==> src/rtl/block_diff_energy_stats_macros.svh <==
// ----------------------------------------------------------------------------
// Block difference energy statistics: assertion macros
// Shared concurrent assertion forms, clocked on clk and disabled in reset.
// ----------------------------------------------------------------------------
`ifndef BLOCK_DIFF_ENERGY_STATS_MACROS_SVH
`define BLOCK_DIFF_ENERGY_STATS_MACROS_SVH

`ifndef ASSERT_OFF

// Property holds in every cycle outside reset.
`define BDES_ASSERT(label, prop, msg) \
    label: assert property (@(posedge clk) disable iff (!rst_n) (prop)) else $error(msg);

// Antecedent in one cycle requires the consequent in the next cycle.
`define BDES_ASSERT_NEXT(label, ante, cons, msg) \
    label: assert property (@(posedge clk) disable iff (!rst_n) (ante) |=> (cons)) \
        else $error(msg);

`else

`define BDES_ASSERT(label, prop, msg)
`define BDES_ASSERT_NEXT(label, ante, cons, msg)

`endif

`endif

==> src/rtl/bdes_pkg.sv <==
// ----------------------------------------------------------------------------
// Block difference energy statistics: package
// Fixed widths, block geometry constants and the structs shared by modules.
// ----------------------------------------------------------------------------
package bdes_pkg;

    // Block geometry: the line store always holds the largest row.
    localparam int MAX_BLOCK = 8;
    localparam int COUNT_W   = $clog2(MAX_BLOCK);

    // Last column / row index for each block size.
    localparam logic [COUNT_W-1:0] LAST_IDX_LARGE = COUNT_W'(MAX_BLOCK - 1);
    localparam logic [COUNT_W-1:0] LAST_IDX_SMALL = COUNT_W'(MAX_BLOCK / 2 - 1);

    // Accumulator and result widths.
    localparam int VAR_ACC_W = 27;
    localparam int VAR_OUT_W = 26;
    localparam int GRAD_W    = 29;

    // One finished block result.
    typedef struct packed {
        logic [VAR_OUT_W-1:0] variance;
        logic [GRAD_W-1:0]    gradient_energy;
    } result_t;

    // Status of the accumulation stage, seen by the top level.
    typedef struct packed {
        logic               fire;
        logic               blk_end;
        logic               large_block;
        logic [COUNT_W-1:0] col;
        logic [COUNT_W-1:0] row;
    } status_t;

endpackage

==> src/rtl/bdes_input_stage.sv <==
// ----------------------------------------------------------------------------
// Block difference energy statistics: input stage
// Registers each accepted sample pair as its signed difference.
// ----------------------------------------------------------------------------
module bdes_input_stage #(
    parameter int SAMPLE_BITS = 10
) (
    input  logic                         clk,
    input  logic                         rst_n,
    input  logic                         in_valid,
    output logic                         in_stall,
    input  logic [SAMPLE_BITS-1:0]       src_sample,
    input  logic [SAMPLE_BITS-1:0]       ref_sample,
    input  logic                         advance,
    output logic                         item_valid,
    output logic signed [SAMPLE_BITS:0]  item_diff
);

    logic                        item_valid_reg;
    logic                        item_valid_next;
    logic signed [SAMPLE_BITS:0] diff_reg;
    logic                        accept;

    // The stage frees up in the same cycle its item moves on.
    assign in_stall = item_valid_reg && !advance;
    assign accept   = in_valid && !in_stall;

    always_comb
    begin
        if (accept)
        begin
            item_valid_next = 1'b1;
        end
        else if (advance)
        begin
            item_valid_next = 1'b0;
        end
        else
        begin
            item_valid_next = item_valid_reg;
        end
    end

    always_ff @(posedge clk or negedge rst_n)
    begin
        if (!rst_n)
        begin
            item_valid_reg <= 1'b0;
        end
        else
        begin
            item_valid_reg <= item_valid_next;
        end
    end

    always_ff @(posedge clk)
    begin
        if (accept)
        begin
            diff_reg <= $signed({1'b0, src_sample}) - $signed({1'b0, ref_sample});
        end
    end

    assign item_valid = item_valid_reg;
    assign item_diff  = diff_reg;

endmodule

==> src/rtl/bdes_accum.sv <==
// ----------------------------------------------------------------------------
// Block difference energy statistics: accumulation stage
// Tracks block position, keeps the row line store and sums the energies.
// ----------------------------------------------------------------------------
module bdes_accum #(
    parameter int SAMPLE_BITS = 10
) (
    input  logic                         clk,
    input  logic                         rst_n,
    input  logic                         cfg_we,
    input  logic                         cfg_wdata,
    input  logic                         item_valid,
    input  logic signed [SAMPLE_BITS:0]  item_diff,
    input  logic                         out_free,
    output logic                         advance,
    output logic                         result_load,
    output bdes_pkg::result_t            result,
    output bdes_pkg::status_t            status
);

    localparam int DW = SAMPLE_BITS + 1;   // difference width
    localparam int GW = SAMPLE_BITS + 2;   // gradient width

    logic                                 large_block_reg;
    logic [bdes_pkg::COUNT_W-1:0]         col_reg;
    logic [bdes_pkg::COUNT_W-1:0]         col_next;
    logic [bdes_pkg::COUNT_W-1:0]         row_reg;
    logic [bdes_pkg::COUNT_W-1:0]         row_next;
    logic signed [DW-1:0]                 left_reg;
    logic signed [DW-1:0]                 left_next;
    logic [bdes_pkg::VAR_ACC_W-1:0]       var_acc_reg;
    logic [bdes_pkg::VAR_ACC_W-1:0]       var_acc_next;
    logic [bdes_pkg::GRAD_W-1:0]          grad_acc_reg;
    logic [bdes_pkg::GRAD_W-1:0]          grad_acc_next;
    logic signed [DW-1:0]                 line_store [bdes_pkg::MAX_BLOCK];

    logic [bdes_pkg::COUNT_W-1:0]         last_idx;
    logic                                 last_col;
    logic                                 last_row;
    logic                                 blk_end;
    logic signed [DW-1:0]                 above;
    logic signed [GW-1:0]                 h_grad;
    logic signed [GW-1:0]                 v_grad;
    logic [DW-1:0]                        d_mag;
    logic [GW-1:0]                        h_mag;
    logic [GW-1:0]                        v_mag;
    logic [2*DW-1:0]                      d_sq;
    logic [2*GW-1:0]                      h_sq;
    logic [2*GW-1:0]                      v_sq;
    logic [bdes_pkg::GRAD_W-1:0]          h_term;
    logic [bdes_pkg::GRAD_W-1:0]          v_term;
    logic [bdes_pkg::VAR_ACC_W-1:0]       var_sum;
    logic [bdes_pkg::GRAD_W-1:0]          grad_sum;

    assign last_idx = large_block_reg ? bdes_pkg::LAST_IDX_LARGE : bdes_pkg::LAST_IDX_SMALL;
    assign last_col = col_reg >= last_idx;
    assign last_row = row_reg >= last_idx;
    assign blk_end  = last_col && last_row;

    // A block-ending item waits until the result register can take the sums.
    assign advance = item_valid && (!blk_end || out_free);

    assign above  = line_store[col_reg];
    assign h_grad = GW'(item_diff) - GW'(left_reg);
    assign v_grad = GW'(item_diff) - GW'(above);

    assign d_mag = item_diff[DW-1] ? DW'(-item_diff) : DW'(item_diff);
    assign h_mag = h_grad[GW-1] ? GW'(-h_grad) : GW'(h_grad);
    assign v_mag = v_grad[GW-1] ? GW'(-v_grad) : GW'(v_grad);

    assign d_sq = d_mag * d_mag;
    assign h_sq = h_mag * h_mag;
    assign v_sq = v_mag * v_mag;

    // No left neighbor in the first column, no upper neighbor in the first row.
    assign h_term = (col_reg != '0) ? bdes_pkg::GRAD_W'(h_sq) : '0;
    assign v_term = (row_reg != '0) ? bdes_pkg::GRAD_W'(v_sq) : '0;

    assign var_sum  = var_acc_reg + bdes_pkg::VAR_ACC_W'(d_sq);
    assign grad_sum = grad_acc_reg + h_term + v_term;

    always_comb
    begin
        col_next      = col_reg;
        row_next      = row_reg;
        left_next     = left_reg;
        var_acc_next  = var_acc_reg;
        grad_acc_next = grad_acc_reg;
        priority if (cfg_we)
        begin
            // A size change abandons the partial block.
            col_next      = '0;
            row_next      = '0;
            left_next     = '0;
            var_acc_next  = '0;
            grad_acc_next = '0;
        end
        else if (advance)
        begin
            if (!last_col)
            begin
                col_next      = col_reg + 1'b1;
                left_next     = item_diff;
                var_acc_next  = var_sum;
                grad_acc_next = grad_sum;
            end
            else if (!last_row)
            begin
                col_next      = '0;
                row_next      = row_reg + 1'b1;
                left_next     = '0;
                var_acc_next  = var_sum;
                grad_acc_next = grad_sum;
            end
            else
            begin
                col_next      = '0;
                row_next      = '0;
                left_next     = '0;
                var_acc_next  = '0;
                grad_acc_next = '0;
            end
        end
        else
        begin
            // Nothing moves this cycle; the position and sums hold.
            col_next      = col_reg;
            row_next      = row_reg;
        end
    end

    always_ff @(posedge clk or negedge rst_n)
    begin
        if (!rst_n)
        begin
            large_block_reg <= 1'b1;
            col_reg         <= '0;
            row_reg         <= '0;
            left_reg        <= '0;
            var_acc_reg     <= '0;
            grad_acc_reg    <= '0;
        end
        else
        begin
            if (cfg_we)
            begin
                large_block_reg <= cfg_wdata;
            end
            col_reg      <= col_next;
            row_reg      <= row_next;
            left_reg     <= left_next;
            var_acc_reg  <= var_acc_next;
            grad_acc_reg <= grad_acc_next;
        end
    end

    // Line store entries are always written before they are read in a block.
    always_ff @(posedge clk)
    begin
        if (advance && !cfg_we)
        begin
            line_store[col_reg] <= item_diff;
        end
    end

    assign result_load              = advance && blk_end && !cfg_we;
    assign result.variance          = var_sum[bdes_pkg::VAR_OUT_W-1:0];
    assign result.gradient_energy   = grad_sum;

    assign status.fire        = advance;
    assign status.blk_end     = blk_end;
    assign status.large_block = large_block_reg;
    assign status.col         = col_reg;
    assign status.row         = row_reg;

endmodule

==> src/rtl/bdes_output_stage.sv <==
// ----------------------------------------------------------------------------
// Block difference energy statistics: output stage
// Holds one finished block result until the consumer takes it.
// ----------------------------------------------------------------------------
module bdes_output_stage (
    input  logic                                clk,
    input  logic                                rst_n,
    input  logic                                result_load,
    input  bdes_pkg::result_t                   result,
    output logic                                out_free,
    output logic                                out_valid,
    input  logic                                out_stall,
    output logic [bdes_pkg::VAR_OUT_W-1:0]      variance,
    output logic [bdes_pkg::GRAD_W-1:0]         gradient_energy
);

    logic              out_valid_reg;
    logic              out_valid_next;
    bdes_pkg::result_t result_reg;

    assign out_free = !out_valid_reg || !out_stall;

    always_comb
    begin
        if (result_load)
        begin
            out_valid_next = 1'b1;
        end
        else if (!out_stall)
        begin
            out_valid_next = 1'b0;
        end
        else
        begin
            out_valid_next = out_valid_reg;
        end
    end

    always_ff @(posedge clk or negedge rst_n)
    begin
        if (!rst_n)
        begin
            out_valid_reg <= 1'b0;
        end
        else
        begin
            out_valid_reg <= out_valid_next;
        end
    end

    always_ff @(posedge clk)
    begin
        if (result_load)
        begin
            result_reg <= result;
        end
    end

    assign out_valid       = out_valid_reg;
    assign variance        = result_reg.variance;
    assign gradient_energy = result_reg.gradient_energy;

endmodule

==> src/rtl/block_diff_energy_stats.sv <==
// ----------------------------------------------------------------------------
// Block difference energy statistics: top level
// Sums squared source/reference differences and squared gradients of the
// difference field over 8x8 or 4x4 blocks streamed in raster order.
// ----------------------------------------------------------------------------
//
//   Channel   Handshake            Payload
//   -------   ------------------   ----------------------------------
//   input     in_valid/in_stall    src_sample, ref_sample
//   output    out_valid/out_stall  variance, gradient_energy
//   config    cfg_we               cfg_wdata (large_block)
//
// One sample pair is taken every clock cycle while in_stall is low. A pair
// is registered as its difference in the input register; the squarers and
// accumulators then fold it into the block sums, and the sums of a finished
// block are registered in the output register once it is free.
// Reset selects the 8x8 block size and clears the position counters and sums.
// A stalled result stalls input only when the block-ending pair needs the
// result register; every other pair keeps flowing.
//
module block_diff_energy_stats #(
    parameter int SAMPLE_BITS = 10
) (
    input  logic                                clk,
    input  logic                                rst_n,
    input  logic                                cfg_we,
    input  logic                                cfg_wdata,
    input  logic                                in_valid,
    output logic                                in_stall,
    input  logic [SAMPLE_BITS-1:0]              src_sample,
    input  logic [SAMPLE_BITS-1:0]              ref_sample,
    output logic                                out_valid,
    input  logic                                out_stall,
    output logic [bdes_pkg::VAR_OUT_W-1:0]      variance,
    output logic [bdes_pkg::GRAD_W-1:0]         gradient_energy
);

`include "block_diff_energy_stats_macros.svh"

    logic                        item_valid;
    logic signed [SAMPLE_BITS:0] item_diff;
    logic                        advance;
    logic                        out_free;
    logic                        result_load;
    bdes_pkg::result_t           result;
    bdes_pkg::status_t           status;

    // Input register: holds the difference of the newest pair.
    bdes_input_stage #(
        .SAMPLE_BITS (SAMPLE_BITS)
    ) u_input (
        .clk        (clk),
        .rst_n      (rst_n),
        .in_valid   (in_valid),
        .in_stall   (in_stall),
        .src_sample (src_sample),
        .ref_sample (ref_sample),
        .advance    (advance),
        .item_valid (item_valid),
        .item_diff  (item_diff)
    );

    // Accumulation: position tracking, line store, squares and running sums.
    bdes_accum #(
        .SAMPLE_BITS (SAMPLE_BITS)
    ) u_accum (
        .clk         (clk),
        .rst_n       (rst_n),
        .cfg_we      (cfg_we),
        .cfg_wdata   (cfg_wdata),
        .item_valid  (item_valid),
        .item_diff   (item_diff),
        .out_free    (out_free),
        .advance     (advance),
        .result_load (result_load),
        .result      (result),
        .status      (status)
    );

    // Result register: parts the accumulator from a slow consumer.
    bdes_output_stage u_output (
        .clk             (clk),
        .rst_n           (rst_n),
        .result_load     (result_load),
        .result          (result),
        .out_free        (out_free),
        .out_valid       (out_valid),
        .out_stall       (out_stall),
        .variance        (variance),
        .gradient_energy (gradient_energy)
    );

    // Input backs up only behind a pair that is still waiting in the stage.
    `BDES_ASSERT(a_stall_needs_item, !in_stall || item_valid,
                 "input stalled with empty stage")

    // A finished block always lands in the result register.
    `BDES_ASSERT_NEXT(a_block_end_result, status.fire && status.blk_end && !cfg_we,
                      out_valid, "block end without result")

    // A new result never appears without a block ending in the cycle before.
    `BDES_ASSERT(a_result_source, !$rose(out_valid) || $past(result_load),
                 "result without block end")

    // In the small block size the position never leaves the 4x4 range.
    `BDES_ASSERT(a_small_range,
                 status.large_block || (status.col <= bdes_pkg::LAST_IDX_SMALL
                                        && status.row <= bdes_pkg::LAST_IDX_SMALL),
                 "position outside small block")

endmodule
==> config.mk <==
export PLATFORM = sky130hd
export DESIGN_NAME = block_diff_energy_stats
export DESIGN_NICKNAME = d
export VERILOG_FILES = /design/src/rtl/bdes_pkg.sv /design/src/rtl/bdes_input_stage.sv /design/src/rtl/bdes_accum.sv /design/src/rtl/bdes_output_stage.sv /design/src/rtl/block_diff_energy_stats.sv
export VERILOG_INCLUDE_DIRS = /design/src /design/src/rtl
export SDC_FILE = /design/constraint.sdc
export NUM_CORES = 1
export LEC_CHECK = 0
export CORE_MARGIN = 4
export CORE_UTILIZATION = 65
export CTS_BUF_LIST = sky130_fd_sc_hd__clkbuf_16
export CTS_CLUSTER_DIAMETER = 200
export DETAILED_ROUTE_END_ITERATION = 10
export DONT_BUFFER_PORTS = 1
export PLACE_DENSITY = 0.87
export SLEW_MARGIN = 20
export SYNTH_ARGS = -nofsm -noshare
export SYNTH_HDL_FRONTEND = slang
export SYNTH_SLANG_ARGS = --single-unit
==> constraint.sdc <==
create_clock -name clk -period 26.3 [get_ports clk]
set_input_delay 5.26 -clock clk [delete_from_list [all_inputs] [get_ports clk]]
set_output_delay 5.26 -clock clk [all_outputs]
set_load 0.005 [all_outputs]
==> flow_summary_export.csv <==
group,metric,value,unit
route,drc,0,
route,viasPerCell,5.97,
synthesis,ys_top_cells_by_area,"fa_1 (23%), edfxtp_1 (20%), ha_1 (12%)",
grt,grt_usage,28.8,%
route,wl_per_cell,19.1,um
cells_and_area,syn_to_final_growth,6.54,%
synthesis,ys_async_sr_fraction,32.8,%
timing,period_needed,12.92,ns
floorplanning,num_rows,69,
route,wl,54.8,mm
floorplanning,chipWidth,199,um
synthesis,synth_ff_type,"edfxtp_1",
synthesis,syn_area_per_cell,10.0,um^2
clock_network,ctsHoldBuffers,0,
synthesis,synth_top_area_share,22.9,%
setup_path,start_kind,"flop",
min_path,min_path_type,"reg -> reg",
floorplanning,die_area,39500,um^2
grt,grt_pass1_wl,91.7,mm
grt,grt_pass1_vias,18658,
min_path,whs_path_depth,2,
outcome,outcome,"completed",
setup_path,r2r.worst_path.cells,43,
cells_and_area,antenna_cells,0,
synthesis,yosysSeqAreaShare,27.5,%
setup_path,timing.critical_path.to,"u_output.gradient_energy[28]",
synthesis,synth_edf_count,154,
clock_network,h-tree-depth,1,
place,dpl.hpwl,41.9,mm
timing,final_max_slew_viol_count,0,
clock_network,cts_tree,"yes",
setup_path,critPathMaxFanout,33,
synthesis,synth_cell_type_count,84,
route,dr.pass1.iters,7,
min_path,hold_start,"u_accum.grad_acc_reg[0]",
place,port_buffers,0,
setup_path,crit_path_top_delay_cell,"xor2_1",
timing,maxSlewHeadroom,25.2,%
setup_path,setup.worst_path.start,"u_accum.col_reg[0]",
setup_path,rr_startpoint,"u_accum.col_reg[0]",
cells_and_area,drive_above_1_share,5.65,%
clock_network,cts_made_buffers,27,
synthesis,netlist_area,23700,um^2
floorplanning,core-area,35700,um^2
timing,hold_viol,0,
place,gp_congestion,0.941,
synthesis,synth-seq-cells,229,
synthesis,synth_cells,2362,
setup_path,r2r_setup_slack,13.38,ns
grt,grt_max_degree,76,
route,dr.first_iter.drc_count,1269,
timing,rsz0062_at_grt,"false",
clock_network,cts_setup_buffers,0,
grt,grt_overflow_total,0,
timing,max_freq,77.4,MHz
route,num_vias,17101,
setup_path,crit_family,"adder cells",
setup_path,crit_type,"reg -> reg",
cells_and_area,fin_nets,2912,
timing,fin_tns_setup,0,ns
clock_network,clock_path_buffers,3,
cells_and_area,num-fill-cells,2492,
setup_path,crit_buf_inv,8,
clock_network,clk_latency,0.57,ns
synthesis,ys.warnings.count,0,
timing,fin_skew,0.0135,ns
setup_path,path_depth,43,
setup_path,reg2reg_to,"u_output.gradient_energy[28]",
route,antenna_left,0,
setup_path,cpPeakStageDelay,0.64,ns
timing,setup_violations,0,
job,maxCapViolations,0,
cells_and_area,largest_reg_flops,88,
setup_path,cp_data_arrival_time,13.22,ns
setup_path,critPathCaptureType,"flop",
clock_network,cts_resized,0,
clock_network,cts-root-buf,"clkbuf_16",
timing,tightest_slew,1.12,ns
synthesis,synth_area_leader_cell,"fa_1",
timing,timing.final.crit_share,49.1,%
floorplanning,floorplan.initialDensity,66.2,%
floorplanning,ios,83,
clock_network,cts.sinks,229,
floorplanning,die_y,199,um
clock_network,clk_pin_slew_worst_paths,0.06,ns
grt,antenna_found_initial,0,
setup_path,crit_required,26.60,ns
-- worst register-to-register path: cells and delay by family (launching register included) --
kind,cells,cell delay (ns)
and+or+nand+nor,10,3.02
adders and majority gates,10,4.35
xor gates and xnor gates,4,1.35
AOI/OAI and AO/OA,10,2.37
buffers and inverters,8,0.99
DFF,1,0.33
muxes,1,0.26
-- synth_stat cells, drive strengths merged, types with 14 or more instances --
| cell type | instances |
|---|---|
| dfrtp | 74 |
| nand3 | 24 |
| a21oi | 101 |
| fa | 270 |
| inv | 472 |
| clkbuf | 45 |
| xnor2 | 83 |
| nor2b | 24 |
| nand2 | 150 |
| ha | 232 |
| edfxtp | 154 |
| nor3 | 31 |
| o21ai | 65 |
| a22o | 66 |
| nor2 | 189 |
| a21o | 42 |
| xor2 | 48 |
| a31oi | 15 |
| mux2i | 14 |
| a221oi | 15 |
| o21bai | 15 |
| nand2b | 25 |
| or2 | 21 |
-- kinds of logic after synthesis --
logic type | after synthesis | synth area share [%]
AOI/OAI and AO/OA | 413 | 12.1
xor gates and xnor gates | 131 | 4.85
muxes | 31 | 1.59
and+or+nand+nor | 527 | 10.4
buffers and inverters | 527 | 8.42
other | 2 | 0.0318
DFF | 229 | 27.5
adders and majority gates | 502 | 35.1
-- layout by cell type, fill, tap and decap left out, types with 8 or more instances in the layout --
master,n
nand2_1,150
o21ai_0,62
mux2_2,13
xnor2_1,83
nor3_1,31
fa_1,270
a21o_1,41
o21bai_1,15
o31ai_1,12
and2_1,10
ha_1,232
a31oi_1,15
buf_4,28
a22o_1,66
a221oi_1,15
inv_1,475
edfxtp_1,154
or2_2,20
a21boi_0,9
o21a_1,10
nand4_1,8
nor2b_1,23
conb_1,21
a21oi_1,99
mux2i_1,14
nor2_1,183
xor2_1,48
nand2b_1,25
nand3_1,23
clkbuf_16,27
dfrtp_1,74
-- worst min-delay path by stage --
stage | end | slack (ns)
2_1_floorplan | u_accum.grad_acc_reg[0] | 0.45
3_3_place_gp | u_accum.grad_acc_reg[0] | 0.46
3_5_place_dp | u_accum.grad_acc_reg[0] | 0.48
4_1_cts | u_accum.grad_acc_reg[0] | 0.49
5_1_grt | u_accum.grad_acc_reg[6] | 0.52
6_report | u_accum.grad_acc_reg[0] | 0.49
-- per-stage QoR --
stage / util (%) / cell area [um^2] / instances / hold WS, ns / worst slack, ns
after global routing: 70.5 / 25200 / 2866 / 0.522 / 12.55
after global placement: 68.0 / 24300 / 2816 / 0.463 / 14.18
final: 70.5 / 25200 / 2866 / 0.489 / 13.38
after detailed placement: 68.0 / 24300 / 2816 / 0.480 / 13.60
after CTS: 70.5 / 25200 / 2866 / 0.494 / 13.47
after floorplan: - / 23700 / 2381 / 0.450 / 15.09
-- metal layers --
layer | wire length (um) | GRT usage, % | up-vias
met4 | 2680 | 12.3 | 0
met2 | 27000 | 49.6 | 700
met1 | 21300 | 36.4 | 8369
li1 | - | - | 7852
met3 | 3800 | 4.76 | 180
met5 | 0 | 0 | -
-- cell type report --
type                    count  area (um^2)  area share [%]
multi-input cells        1625        15300            60.6
flip-flops and latches    229         6500            25.8
inverters                 473         1780            7.05
clock buffers              27          676            2.68
well taps                 461          577            2.29
repair buffers             28          210           0.834
clock inverters            23          193           0.765
Power is left out: the tool's default activity adds up to more than one toggle a clock period on the data nets, which glitch-free logic cannot reach.
